<file path="src/hw/rtl/bmm_pkg.sv">
// bmm_pkg: shared types and constants for the banked memory mapper
`default_nettype none

package bmm_pkg;

  localparam int unsigned REGION_COUNT = 8;
  localparam int unsigned BANK_W       = 9;
  localparam int unsigned OFFSET_W     = 13;

  // target memory codes
  localparam logic [1:0] TGT_ROM  = 2'd0;
  localparam logic [1:0] TGT_SRAM = 2'd1;
  localparam logic [1:0] TGT_RAM  = 2'd2;
  localparam logic [1:0] TGT_NONE = 2'd3;

  // access codes
  localparam logic OP_READ  = 1'b0;
  localparam logic OP_WRITE = 1'b1;

  // configuration register indexes
  localparam logic [1:0] CFG_ROM_PAGE_MASK = 2'd0;
  localparam logic [1:0] CFG_SRAM_PAGES    = 2'd1;

  // bank number boundaries
  localparam logic [BANK_W-1:0] SRAM_FIRST_BANK = 9'h080;
  localparam logic [BANK_W-1:0] RAM_FIRST_BANK  = 9'h180;

  // address map
  localparam logic [15:0] BANK_WIN_LO  = 16'h6000;
  localparam logic [15:0] BANK_WIN_HI  = 16'h7ff0;
  localparam logic [15:0] NINTH_ADDR   = 16'h7ff8;
  localparam logic [15:0] CONTROL_ADDR = 16'h7ff9;
  localparam logic [15:0] MEM_WIN_LO   = 16'h8000;
  localparam logic [15:0] MEM_WIN_HI   = 16'hc000;

  // control byte bits
  localparam int unsigned CTRL_BANK_RD  = 2;
  localparam int unsigned CTRL_CTRL_RD  = 3;
  localparam int unsigned CTRL_NINTH_RD = 4;

  // bank translation result
  typedef struct packed {
    logic [1:0]        tgt;
    logic [BANK_W-1:0] page;
  } map_t;

endpackage

`default_nettype wire

</file>
<file path="src/hw/rtl/bmm_xlate.sv">
// bmm_xlate: translation of a bank number into a target memory and page
`default_nettype none

module bmm_xlate (
  input  wire logic [bmm_pkg::BANK_W-1:0] bank,
  input  wire logic [bmm_pkg::BANK_W-1:0] rom_page_mask,
  input  wire logic [3:0]                 sram_pages,
  output bmm_pkg::map_t                   map
);
  import bmm_pkg::*;

  logic [BANK_W:0]   sram_end;
  logic              sram_hit;
  logic [BANK_W-1:0] sram_page;
  logic [BANK_W-1:0] ram_page;
  logic [3:0]        sram_mask;

  // sram window is 0x80 up to 0x80 plus the sram size
  assign sram_end  = {1'b0, SRAM_FIRST_BANK} + {{(BANK_W-3){1'b0}}, sram_pages};
  assign sram_hit  = (sram_pages != 4'd0) && (bank >= SRAM_FIRST_BANK) &&
                     ({1'b0, bank} < sram_end);
  assign sram_mask = sram_pages - 4'd1;
  assign sram_page = (bank - SRAM_FIRST_BANK) & {{(BANK_W-4){1'b0}}, sram_mask};
  assign ram_page  = bank - RAM_FIRST_BANK;

  // priority: sram, then ram, then rom
  always_comb begin
    if (sram_hit) begin
      map.tgt  = TGT_SRAM;
      map.page = sram_page;
    end else if (bank >= RAM_FIRST_BANK) begin
      map.tgt  = TGT_RAM;
      map.page = ram_page;
    end else begin
      map.tgt  = TGT_ROM;
      map.page = bank & rom_page_mask;
    end
  end

endmodule

`default_nettype wire

</file>
<file path="src/hw/rtl/banked_memory_mapper_8k_core.sv">
// banked_memory_mapper_8k_core: bus access translator with eight 8K bank windows
//
//  channel   | ports                                             | transaction
//  ----------+---------------------------------------------------+--------------------------
//  access    | start, busy, opcode, bus_address, write_value     | start high, busy low
//  result    | done, register_hit, register_data, target,        | done high for one cycle
//            | page_number, page_offset, memory_write, memory_data|
//  config    | cfg_valid, cfg_ready, cfg_index, cfg_data         | cfg_valid and cfg_ready
//
// An access is taken into an input register, decoded and translated in the
// next cycle, and its result then goes through the result register onto done.
// One access is accepted every cycle; busy stays low.
// Bank table and control byte update as each access is decoded, so a later
// access sees the effect of every earlier one.
// Synchronous reset clears banks, control byte and the pipeline valid flags;
// the results are never held off by the receiver.
`default_nettype none

module banked_memory_mapper_8k_core (
  input  wire logic        clk,
  input  wire logic        rst,
  input  wire logic        start,
  output logic             busy,
  input  wire logic        opcode,
  input  wire logic [15:0] bus_address,
  input  wire logic [7:0]  write_value,
  input  wire logic        cfg_valid,
  output logic             cfg_ready,
  input  wire logic [1:0]  cfg_index,
  input  wire logic [8:0]  cfg_data,
  output logic             done,
  output logic             register_hit,
  output logic [7:0]       register_data,
  output logic [1:0]       target,
  output logic [8:0]       page_number,
  output logic [12:0]      page_offset,
  output logic             memory_write,
  output logic [7:0]       memory_data
);
  import bmm_pkg::*;

  // configuration registers
  logic [BANK_W-1:0] rom_page_mask;
  logic [3:0]        sram_pages;

  // mapper state
  logic [BANK_W-1:0] bank_table [REGION_COUNT];
  logic [BANK_W-1:0] bank_table_next [REGION_COUNT];
  logic [7:0]        control_byte;
  logic [7:0]        control_byte_next;

  // input register
  logic        in_valid;
  logic        in_op;
  logic [15:0] in_addr;
  logic [7:0]  in_val;

  // decode signals
  logic [2:0]        region;
  logic [2:0]        wr_region;
  logic [BANK_W-1:0] cur_bank;
  map_t              map;
  logic [7:0]        ninth_bits;

  logic              hit_next;
  logic [7:0]        rdata_next;
  logic [1:0]        tgt_next;
  logic [BANK_W-1:0] page_next;
  logic [12:0]       offs_next;
  logic              mwr_next;
  logic [7:0]        mdata_next;

  assign busy      = 1'b0;
  assign cfg_ready = 1'b1;

  // configuration writes
  always_ff @(posedge clk) begin
    if (rst) begin
      rom_page_mask <= 9'h1ff;
      sram_pages    <= 4'd4;
    end else if (cfg_valid && cfg_ready) begin
      case (cfg_index)
        CFG_ROM_PAGE_MASK: rom_page_mask <= cfg_data;
        CFG_SRAM_PAGES:    sram_pages    <= cfg_data[3:0];
        default: ;
      endcase
    end
  end

  // capture the access
  always_ff @(posedge clk) begin
    if (rst) begin
      in_valid <= 1'b0;
    end else begin
      in_valid <= start && !busy;
    end
    if (start && !busy) begin
      in_op   <= opcode;
      in_addr <= bus_address;
      in_val  <= write_value;
    end
  end

  assign region   = in_addr[15:13];
  assign cur_bank = bank_table[region];

  bmm_xlate u_xlate (
    .bank          (cur_bank),
    .rom_page_mask (rom_page_mask),
    .sram_pages    (sram_pages),
    .map           (map)
  );

  // packed ninth bits of all banks
  always_comb begin
    for (int i = 0; i < REGION_COUNT; i++) begin
      ninth_bits[i] = bank_table[i][BANK_W-1];
    end
  end

  // bank write region, with regions five and six swapped
  always_comb begin
    wr_region = in_addr[12:10];
    if (wr_region inside {3'd5, 3'd6}) begin
      wr_region = wr_region ^ 3'd3;
    end
  end

  // decode and translate
  always_comb begin
    hit_next          = 1'b0;
    rdata_next        = 8'd0;
    tgt_next          = TGT_NONE;
    page_next         = '0;
    offs_next         = '0;
    mwr_next          = 1'b0;
    mdata_next        = 8'd0;
    bank_table_next   = bank_table;
    control_byte_next = control_byte;
    if (in_op == OP_READ) begin
      if (control_byte[CTRL_BANK_RD] && in_addr >= BANK_WIN_HI && in_addr < NINTH_ADDR) begin
        hit_next   = 1'b1;
        rdata_next = bank_table[in_addr[2:0]][7:0];
      end else if (control_byte[CTRL_NINTH_RD] && in_addr == NINTH_ADDR) begin
        hit_next   = 1'b1;
        rdata_next = ninth_bits;
      end else if (control_byte[CTRL_CTRL_RD] && in_addr == CONTROL_ADDR) begin
        hit_next   = 1'b1;
        rdata_next = control_byte;
      end else begin
        tgt_next  = map.tgt;
        page_next = map.page;
        offs_next = in_addr[OFFSET_W-1:0];
      end
    end else if (in_addr >= BANK_WIN_LO && in_addr < BANK_WIN_HI) begin
      bank_table_next[wr_region] = {bank_table[wr_region][BANK_W-1], in_val};
    end else if (in_addr == NINTH_ADDR) begin
      for (int i = 0; i < REGION_COUNT; i++) begin
        bank_table_next[i] = {in_val[i], bank_table[i][7:0]};
      end
    end else if (in_addr == CONTROL_ADDR) begin
      control_byte_next = in_val;
    end else if (in_addr >= MEM_WIN_LO && in_addr < MEM_WIN_HI) begin
      if (map.tgt != TGT_ROM) begin
        tgt_next   = map.tgt;
        page_next  = map.page;
        offs_next  = in_addr[OFFSET_W-1:0];
        mwr_next   = 1'b1;
        mdata_next = in_val;
      end
    end
  end

  // state update
  always_ff @(posedge clk) begin
    if (rst) begin
      for (int i = 0; i < REGION_COUNT; i++) begin
        bank_table[i] <= '0;
      end
      control_byte <= 8'd0;
    end else if (in_valid) begin
      bank_table   <= bank_table_next;
      control_byte <= control_byte_next;
    end
  end

  // result register
  always_ff @(posedge clk) begin
    if (rst) begin
      done <= 1'b0;
    end else begin
      done <= in_valid;
    end
    if (in_valid) begin
      register_hit  <= hit_next;
      register_data <= rdata_next;
      target        <= tgt_next;
      page_number   <= page_next;
      page_offset   <= offs_next;
      memory_write  <= mwr_next;
      memory_data   <= mdata_next;
    end
  end

endmodule

`default_nettype wire

</file>
<file path="config.mk">
export PLATFORM = sky130hd
export DESIGN_NAME = banked_memory_mapper_8k_core
export DESIGN_NICKNAME = d
export VERILOG_FILES = /design/src/hw/rtl/bmm_pkg.sv /design/src/hw/rtl/bmm_xlate.sv /design/src/hw/rtl/banked_memory_mapper_8k_core.sv
export SDC_FILE = /design/constraint.sdc
export NUM_CORES = 1
export LEC_CHECK = 0
export ABC_AREA = 1
export BUFFER_PORTS_ARGS = -buffer_cell sky130_fd_sc_hd__buf_2
export CORE_ASPECT_RATIO = 0.5
export CORE_MARGIN = 5
export CORE_UTILIZATION = 55
export DETAILED_ROUTE_END_ITERATION = 16
export PLACE_DENSITY = 0.71
export REMOVE_ABC_BUFFERS = 1
export SETUP_SLACK_MARGIN = 0.4
export SYNTH_ARGS = -nofsm -noshare
export SYNTH_HDL_FRONTEND = slang
export SYNTH_SLANG_ARGS = --single-unit
</file>
<file path="constraint.sdc">
create_clock -name clk -period 7.9 [get_ports clk]
set_clock_uncertainty 0.2 [all_clocks]
set_input_delay 0 -clock clk [delete_from_list [all_inputs] [get_ports clk]]
set_output_delay 0 -clock clk [all_outputs]
set_load 0.02 [all_outputs]
</file>
==> impl_metrics.yaml, run 1 <==
global_route:
  grt_pass1_vias: 6513
  track_usage: 0.269
  grt_max_degree: 78
  grt_antenna_before_repair: 0
  overflow: 0
  grt_pass1_wl_mm: 34.9
power_and_ir_drop:
  p_leak_uw: 0.00373
  pwr-share-comb: 0.124
  worst_ir_drop_vdd_mv: 0.148
  pwr_density_cell_nw_per_um2: 213
  internal-power_uw: 1430
  clkPwrFrac: 0.400
  p_switching_uw: 545
  swShare: 0.276
  p_seq_frac: 0.475
setup_path:
  critPathTopFamily: "compound AO/OA/AOI/OAI gates"
  critPathMostFrequentCell: "nand2_1"
  cp.arrival_ns: 3.84
  critPathLaunch: "in_addr[14]$_DFFE_PP_"
  worstPathMaxFanout: 20
  worstSetupPathType: "reg2reg"
  cp-end-kind: "register"
  required_ns: 7.96
  cp.depth: 14
  cp_slowest_cell: "edfxtp_1"
  path_buf_inv: 2
  cp_cell_sequence: "inv_4, a21oi_1, o21ai_0, nand2_1, inv_1, o21ai_0, ha_1, nand2_1, nand2_1, nand3_2, nand3_2, nand2_2, nand2_4, a21oi_1"
  critPathMaxStageDelay_ns: 0.92
  startpoint_type: "register"
  reg2reg_depth: 14
  r2r-start: "in_addr[14]$_DFFE_PP_"
run_status:
  outcome: "finished clean"
logic_synthesis:
  async_flop_share: 0
  yosys-top-cells-area: "edfxtp_1 (26%), dfxtp_1 (24%), a21oi_1 (7.4%)"
  netlist_instances: 969
  yosysSeqAreaShare: 0.500
  yosys-top-cells-count: "nand2_1 (154), inv_1 (140), a21oi_1 (116), o21ai_0 (111), dfxtp_1 (95)"
  synth.top_cell.area_share: 0.257
  syn_area_per_cell_um2: 8.08
  yosysUniqueCellTypes: 41
  yosysWarnings: 0
  syn_area_um2: 7830
  yosys.area.top_type: "edfxtp_1"
  synth_edf_count: 67
  synth_ff_type: "dfxtp_1"
  ys_ff_latch: 162
  yosysMostFrequentCell: "nand2_1"
cts:
  htree_levels: 4
  clk_pin_slew_worst_paths_ns: 0.07
  post-cts-setup-buffers: 0
  cts_buffers: 17
  cts.path.max_buffers: 2
  clock_sinks: 162
  cts_root_buffer: "clkbuf_16"
  cts_tree: "yes"
  clk_latency_ns: 0.43
final_layout:
  n_fill_cell: 1160
  diodes: 0
  multiInputGateArea_um2: 3070
  area_growth_pct: 18.4
  finalNetCount: 1113
  final-seq-area_um2: 3920
  design_area_um2: 9270
  layout-drive-gt1-share: 0.129
route:
  drtAntennaViolNets: 0
  wirelength_mm: 22.6
  viasPerCell: 5.69
  drc: 0
  vias: 7228
  wl_per_cell_um: 17.8
  drt-pass1-iter-count: 6
  first_iter_violations: 790
sta:
  max_freq_mhz: 265
  tightestPinTransition_ns: 0.988
  finalSetupViolations: 0
  drv_slew: 0
  tns_ns: 0
  period_minus_slack_ns: 3.78
  slew_headroom: 0.339
  finalCritPeriodShare: 0.478
  hold_viol: 0
  rsz0062_at_grt: "no"
floorplanning:
  start_util: 0.570
  core-area_um2: 13700
  dieArea_um2: 16900
  fp.dieW_um: 179
  ios: 85
  rows: 30
  die_h_um: 94.4
placed_design:
  io_buffers: 82
  postPlaceCellArea_um2: 8230
  place_congestion: 0.926
  dp_hpwl_mm: 15.0
run:
  maxCapViolCount: 0
min_path:
  holdPathStages: 2
  hold_class: "in2reg"
  min_from: "write_value[7]"
-- stage by stage --
stage           util  hold WS (ns)  instances  setup slack (ns)  power, uW
2_1_floorplan      -        -0.131        912              4.43       1090
3_3_place_gp   0.599       -0.0239       1191              4.43       1170
3_5_place_dp   0.599       -0.0219       1191              4.35       1180
4_1_cts        0.675        0.0697       1271              4.27       1970
5_1_grt        0.675        0.0720       1271              3.80       2050
6_report       0.675        0.0757       1271              4.12       1970
-- kinds of logic after synthesis --
group / after synthesis / synth area share
other cells: 2 / 0.000959
fa+ha+maj: 7 / 0.0112
xor+xnor: 2 / 0.00224
flops: 162 / 0.500
compound gates: 291 / 0.211
buf+inv: 207 / 0.109
simple gates: 298 / 0.166
-- sequential cells by signal, summed over array words and instances, names as in the netlist --
register       flops
bank_table        72
control_byte       8
done               1
in_addr           16
in_op              1
in_val             8
in_valid           1
memory_data        8
memory_write       1
page_number        9
page_offset       13
register_data      8
register_hit       1
rom_page_mask      9
sram_pages         4
target             2
-- worst register-to-register path, cell delays in order, from the launching register on --
cell and delay, ns:
edfxtp_1 0.92, inv_4 0.23, a21oi_1 0.17, o21ai_0 0.10, nand2_1 0.08, inv_1 0.03
o21ai_0 0.54, ha_1 0.36, nand2_1 0.07, nand2_1 0.05, nand3_2 0.11, nand3_2 0.20
nand2_2 0.19, nand2_4 0.16, a21oi_1 0.21
-- what timing repair did --
action / 4_1_cts / 5_1_grt
hold endpoints to repair: 81 / 0
resized for setup: 0 / 0
endpoints found under the setup margin: 0 / 0
hold buffers: 48 / 0
-- per-layer routing --
layer	up-vias	part of all wire	global-route usage
li1	3462	-	-
met1	3329	0.45	0.394
met2	389	0.42	0.397
met3	48	0.11	0.0592
met4	0	0.023	0.0868
met5	-	0	0
-- placed cells by master (no fill, tap or decap), types with 7 or more instances in the layout --
master,Yosys,routed
nand3_1,69,69
o221ai_1,21,21
edfxtp_1,67,67
ha_1,7,7
inv_1,140,140
nor2_1,52,52
a211oi_1,8,8
clkbuf_16,0,17
a21oi_1,116,116
o211ai_1,14,14
o22ai_1,8,8
buf_2,12,82
dfxtp_1,95,94
nand2_1,154,154
dlygate4sd3_1,0,48
o21ai_0,111,111
-- power groups by stage --
| stage | registers [uW] | clock network [uW] | logic [uW] |
|---|---|---|---|
| 5_1_grt | 939 | 838 | 272 |
| 4_1_cts | 936 | 795 | 241 |
| 3_3_place_gp | 953 | 0 | 219 |
| 3_5_place_dp | 954 | 0 | 223 |
| 2_1_floorplan | 960 | 0 | 131 |
| 6_report | 938 | 790 | 245 |
-- area by class of cell --
type                    count  area share
flip-flops and latches    162       0.422
multi-input cells         600       0.331
repair buffers            135       0.100
inverters                 150      0.0610
clock buffers              20      0.0482
well taps                 192      0.0259
clock inverters            12      0.0116
-- worst paths after layout --
path / end / slack [ns]
min reg2reg: rom_page_mask[4]$_SDFFE_PP1P_ / 0.26
max reg2reg: page_offset[3]$_DFFE_PP_ / 4.12
min: in_val[7]$_DFFE_PP_ / 0.08
max: page_offset[3]$_DFFE_PP_ / 4.12
No activity file was read; power rests on OpenSTA's default activity.
==> run 2, diff against run 1 <==
--- a/config.mk
+++ b/config.mk
@@ -9,9 +9,9 @@
 export BUFFER_PORTS_ARGS = -buffer_cell sky130_fd_sc_hd__buf_2
 export CORE_ASPECT_RATIO = 0.5
 export CORE_MARGIN = 5
-export CORE_UTILIZATION = 55
+export CORE_UTILIZATION = 53
 export DETAILED_ROUTE_END_ITERATION = 16
-export PLACE_DENSITY = 0.71
+export PLACE_DENSITY = 0.72
 export REMOVE_ABC_BUFFERS = 1
 export SETUP_SLACK_MARGIN = 0.4
 export SYNTH_ARGS = -nofsm -noshare
==> constraint.sdc (replaced) <==
create_clock -name clk -period 3.4 [get_ports clk]
set_clock_uncertainty 0.2 [all_clocks]
set_input_delay 0 -clock clk [delete_from_list [all_inputs] [get_ports clk]]
set_output_delay 0 -clock clk [all_outputs]
set_load 0.02 [all_outputs]
==> run 2 against run 1 <==
Via count rose by 3.8%; global-route usage rose by 0.72 points; critical endpoint is now page_offset[6]$_DFFE_PP_; wire length rose by 8.0%; sequential share of layout area fell by 3.1 points; first-iteration DRC count rose by 14%; non-clock buffer count rose by 50; utilization rose by 1.7 points; clock power rose by 140%; count of clock-buffer cells in the layout fell by 3.
==> impl_metrics.yaml, run 2 (synthesis results as in run 1) <==
setup_path:
  worstSetupPathType: "reg2reg"
  cp.depth: 15
  crit_path_end: "page_offset[6]$_DFFE_PP_"
  cp-end-kind: "register"
  cp_cell_sequence: "clkinv_4, buf_6, o21ai_0, nand2_1, nand2_1, o21ai_2, buf_6, ha_4, a21oi_2, nand3_2, a21oi_4, nand3_4, nand2_8, nand2_8, a21boi_2"
  critPathMaxStageDelay_ns: 0.50
  critPathLaunch: "in_addr[13]$_DFFE_PP_"
  cp_slowest_cell: "edfxtp_1"
  r2r-start: "in_addr[13]$_DFFE_PP_"
  critPathTopFamily: "compound AO/OA/AOI/OAI gates"
  startpoint_type: "register"
  rrSetupSlack_ns: 0.42
  path_buf_inv: 3
  reg2reg_to: "page_offset[6]$_DFFE_PP_"
  worstPathMaxFanout: 8
  cp.arrival_ns: 3.05
  required_ns: 3.47
  reg2reg_depth: 15
min_path:
  hold_class: "in2reg"
final_layout:
  reg.largest.list: "bank_table (72), in_addr (16), page_offset (13)"
  largest_reg_flops: 72
  layoutNonFillerInstCount: 1329
  area_growth_pct: 27.8
  n_fill_cell: 1146
  multiInputGateArea_um2: 3290
  final-seq-area_um2: 3920
  diodes: 0
  finalNetCount: 1165
  layout-drive-gt1-share: 0.195
  top_register: "bank_table"
  design_area_um2: 10000
  layout_commonest_cell: "nand2_1"
  final_util: 0.692
  final_cell_mix: "nand2_1 (153), inv_1 (139), a21oi_1 (107)"
sta:
  period_minus_slack_ns: 2.98
  finalCritPeriodShare: 0.877
  slew_headroom: 0.396
  tns_ns: 0
  drv_slew: 0
  max_freq_mhz: 336
  tightestPinTransition_ns: 0.903
  rsz0062_at_grt: "yes"
  finalSetupViolations: 0
  hold_viol: 0
cts:
  cts_buffers: 17
  clk_pin_slew_worst_paths_ns: 0.07
  cts.path.max_buffers: 2
  htree_levels: 4
  cts_tree: "yes"
  clock_sinks: 162
  clk_latency_ns: 0.43
  cts_root_buffer: "clkbuf_16"
route:
  wirelength_mm: 24.4
  drc: 0
  viasPerCell: 5.65
  first_iter_violations: 899
  vias: 7505
  drt-pass1-iter-count: 8
  wl_per_cell_um: 18.3
  drtAntennaViolNets: 0
placed_design:
  postPlaceCellArea_um2: 8370
  dp.cells: 1214
  place_congestion: 0.953
  dp_hpwl_mm: 15.8
  io_buffers: 82
global_route:
  grt_max_degree: 78
  overflow: 0
  grt_pass1_wl_mm: 37.4
  grt_antenna_before_repair: 0
  track_usage: 0.276
  grt_pass1_vias: 7100
power_and_ir_drop:
  clkPwrFrac: 0.394
  worst_ir_drop_vdd_mv: 0.342
  p_seq_frac: 0.449
  p_total_uw: 4830
  internal-power_uw: 3370
  swShare: 0.302
  pwr_density_cell_nw_per_um2: 483
  p_switching_uw: 1460
  pwr-share-comb: 0.157
  p_leak_uw: 0.00401
run_status:
  outcome: "finished clean"
floorplanning:
  core-area_um2: 14500
  dieArea_um2: 17500
  start_util: 0.541
  fp.dieW_um: 182
  ios: 85
  rows: 31
  die_h_um: 96.0
run:
  maxCapViolCount: 0
[run 2: cell types whose count changed in the layout (fill, tap and decap cells not counted), moves of 5 or more]
cell,delta
a21oi_1,-9
a21oi_2,+8
buf_4,+31
buf_6,+7
dlygate4sd3_1,+9
inv_8,+5
nand3_1,-9
nand3_2,+7
nor2_1,-6
nor2_2,+5
o21ai_0,-9
o21ai_1,+5
[run 2: area by class of cell]
cell class	count	share of cell area
sequential	162	0.391
multi-input combinational	602	0.329
timing repair buffer	185	0.139
inverter	150	0.0570
clock buffer	17	0.0425
tap	198	0.0248
clock inverter	15	0.0164
[run 2: worst register-to-register path, stage by stage (launching register included)]
cell	delay [ns]
edfxtp_1	0.50
clkinv_4	0.15
buf_6	0.16
o21ai_0	0.16
nand2_1	0.07
nand2_1	0.07
o21ai_2	0.06
buf_6	0.14
ha_4	0.22
a21oi_2	0.14
nand3_2	0.10
a21oi_4	0.20
nand3_4	0.16
nand2_8	0.18
nand2_8	0.12
a21boi_2	0.20
[run 2: per-stage QoR]
step                worst slack (ns)  hold slack (ns)
global route                   0.271           0.0666
CTS                            0.417           0.0628
global placement               0.390          -0.0230
floorplan                    -0.0674           -0.131
detailed placement             0.207          -0.0219
finish                         0.420           0.0707
[run 2: power groups by stage]
stage / logic (uW) / clock network (uW) / registers, uW
after global placement: 554 / 0 / 2210
after detailed placement: 563 / 0 / 2210
final: 757 / 1900 / 2170
after global routing: 820 / 2000 / 2170
after floorplan: 305 / 0 / 2230
after CTS: 641 / 1920 / 2160
[run 2: repair_timing]
action | CTS | global route
hold buffers | 57 | 0
hold endpoints to repair | 81 | 0
endpoints found under the setup margin | 31 | 81
cloned | 1 | 1
gates resized for setup | 5 | 67
buffers inserted | 4 | 20
pin swaps | 3 | 18
[run 2: worst min-delay path by stage]
stage                         from  cells past startpoint                     endpoint  slack [ns]
floorplan                      rst                      1  bank_table[17]$_SDFFE_PP0P_       -0.13
global placement    write_value[6]                      1          in_val[6]$_DFFE_PP_       -0.02
detailed placement  bus_address[4]                      1         in_addr[4]$_DFFE_PP_       -0.02
CTS                 write_value[5]                      2          in_val[5]$_DFFE_PP_        0.06
global route        write_value[6]                      2          in_val[6]$_DFFE_PP_        0.07
finish              write_value[7]                      2          in_val[7]$_DFFE_PP_        0.07
[run 2: metal layers]
| metal | wire [um] | up-vias | part of all wire | GRT usage |
|---|---|---|---|---|
| met2 | 10400 | 418 | 0.43 | 0.428 |
| met3 | 2710 | 61 | 0.11 | 0.0525 |
| li1 | - | 3580 | - | - |
| met1 | 10700 | 3446 | 0.44 | 0.391 |
| met5 | 0 | - | 0 | 0 |
| met4 | 636 | 0 | 0.026 | 0.101 |
==> run 3, diff against run 2 <==
--- a/config.mk
+++ b/config.mk
@@ -9,9 +9,9 @@
 export BUFFER_PORTS_ARGS = -buffer_cell sky130_fd_sc_hd__buf_2
 export CORE_ASPECT_RATIO = 0.5
 export CORE_MARGIN = 5
-export CORE_UTILIZATION = 53
+export CORE_UTILIZATION = 55
 export DETAILED_ROUTE_END_ITERATION = 16
-export PLACE_DENSITY = 0.72
+export PLACE_DENSITY = 0.71
 export REMOVE_ABC_BUFFERS = 1
 export SETUP_SLACK_MARGIN = 0.4
 export SYNTH_ARGS = -nofsm -noshare
==> constraint.sdc (replaced) <==
create_clock -name clk -period 3.8 [get_ports clk]
set_clock_uncertainty 0.2 [all_clocks]
set_input_delay 0 -clock clk [delete_from_list [all_inputs] [get_ports clk]]
set_output_delay 0 -clock clk [all_outputs]
set_load 0.02 [all_outputs]
==> run 3 against run 2 <==
Worst hold slack better by 0.010 ns; clock power is 12% lower; via count is 2.8% lower; global-route usage is 0.82 points higher; combinational power is 27% lower; register-to-register slack better by 0.24 ns; largest cell class unchanged.
==> impl_metrics.yaml, run 3 (synthesis results as in run 1) <==
route:
  vias: 7292
  viasPerCell: 5.64
  wirelength_mm: 23.3
  wl_per_cell_um: 18.0
  drtAntennaViolNets: 0
  first_iter_violations: 892
  drc: 0
  drt-pass1-iter-count: 6
global_route:
  grt_antenna_before_repair: 0
  overflow: 0
  grt_pass1_wl_mm: 36.6
  track_usage: 0.284
  grt_pass1_vias: 6693
  grt_max_degree: 47
sta:
  whs_ns: 0.0810
  slew_headroom: 0.335
  finalSetupViolations: 0
  tns_ns: 0
  max_freq_mhz: 319
  rsz0062_at_grt: "no"
  tightestPinTransition_ns: 0.993
  finalCritPeriodShare: 0.826
  period_minus_slack_ns: 3.14
  hold_viol: 0
  drv_slew: 0
setup_path:
  required_ns: 3.86
  cp.arrival_ns: 3.20
  cp-end-kind: "register"
  startpoint_type: "register"
  worstSetupPathType: "reg2reg"
  worstPathMaxFanout: 40
cts:
  clk_pin_slew_worst_paths_ns: 0.07
  clk_latency_ns: 0.42
  clock_sinks: 162
  cts_root_buffer: "clkbuf_16"
  cts.path.max_buffers: 2
  cts_buffers: 17
  htree_levels: 4
  cts_tree: "yes"
final_layout:
  final_cell_mix: "nand2_1 (154), inv_1 (140), a21oi_1 (116)"
  diodes: 0
  largest_reg_flops: 72
  top_register: "bank_table"
  finalNetCount: 1136
  layout_commonest_cell: "nand2_1"
  reg.largest.list: "bank_table (72), in_addr (16), page_offset (13)"
  final_util: 0.693
  area_growth_pct: 21.6
  layout-drive-gt1-share: 0.142
power_and_ir_drop:
  swShare: 0.283
  clkPwrFrac: 0.402
  p_leak_uw: 0.00383
  pwr_density_cell_nw_per_um2: 438
  internal-power_uw: 2990
  p_seq_frac: 0.465
  worst_ir_drop_vdd_mv: 0.284
  pwr-share-comb: 0.133
  p_switching_uw: 1180
floorplanning:
  die_h_um: 94.4
  dieArea_um2: 16900
  core-area_um2: 13700
  ios: 85
  start_util: 0.570
  fp.dieW_um: 179
  rows: 30
run_status:
  outcome: "finished clean"
placed_design:
  io_buffers: 82
  dp_hpwl_mm: 15.3
  place_congestion: 0.946
min_path:
  hold_class: "in2reg"
run:
  maxCapViolCount: 0
-- run 3: changes by cell type in the layout (fill, tap and decap cells not counted), moves of 7 or more --
cell | previous run | this run
a21oi_1 | 107 | 116
a21oi_2 | 8 | 0
buf_4 | 36 | 16
buf_6 | 7 | 0
nand3_1 | 60 | 69
nand3_2 | 9 | 1
o21ai_0 | 102 | 109
-- run 3: worst paths after layout --
kind                                    from                          to  slack, ns  cells past startpoint
hold reg to reg   bank_table[3]$_SDFFE_PP0P_  bank_table[3]$_SDFFE_PP0P_       0.26                      2
setup reg to reg       in_addr[13]$_DFFE_PP_    page_offset[6]$_DFFE_PP_       0.66                     14
setup / recovery       in_addr[13]$_DFFE_PP_    page_offset[6]$_DFFE_PP_       0.66                     14
hold / removal                bus_address[8]        in_addr[8]$_DFFE_PP_       0.08                      2
-- run 3: layout make-up --
cell class,count,area (um2)
fill,1115,4210
sequential,162,3920
multi-input combinational,600,3080
timing repair buffer,158,1140
inverter,150,571
clock buffer,17,425
tap,192,240
clock inverter,15,149
-- run 3: power by group through the flow --
stage                     sequential, uW  clock (uW)  combinational (uW)
after floorplan                     2000           0                 273
after global routing                1940        1790                 612
after global placement              1970           0                 480
after detailed placement            1980           0                 488
after CTS                           1930        1700                 538
final                               1940        1680                 555
-- run 3: per-layer routing --
metal	wire length, um	up-vias	global-route usage
li1	-	3520	-
met1	10200	3337	0.415
met2	9830	389	0.421
met3	2780	46	0.0708
met4	453	0	0.0817
met5	0	-	0
-- run 3: timing repair --
action | CTS | global route
endpoints found under the hold margin | 81 | 0
endpoints found under the setup margin | 13 | 33
buffers inserted | 2 | 0
cloned | 0 | 0
hold buffers | 59 | 0
resized for setup | 0 | 8
-- run 3: critical path, stage by stage, from the launching register on --
cell      delay (ns)
edfxtp_1        0.49
buf_12          0.22
a21oi_1         0.15
o21ai_0         0.09
nand2_1         0.07
inv_1           0.04
o21ai_2         0.19
ha_1            0.28
a21oi_1         0.13
nand3_1         0.14
a21oi_4         0.26
nand3_4         0.15
nand2_2         0.16
nand2_4         0.17
a21boi_0        0.21
-- run 3: per-stage QoR --
step / area [um2] / setup WS (ns) / cells / total power (uW)
3_3_place_gp: 8320 / 0.488 / 1201 / 2450
6_report: 9520 / 0.662 / 1294 / 4170
4_1_cts: 9500 / 0.407 / 1294 / 4170
2_1_floorplan: 7540 / 0.333 / 912 / 2270
3_5_place_dp: 8320 / 0.366 / 1201 / 2460
5_1_grt: 9520 / 0.456 / 1294 / 4340
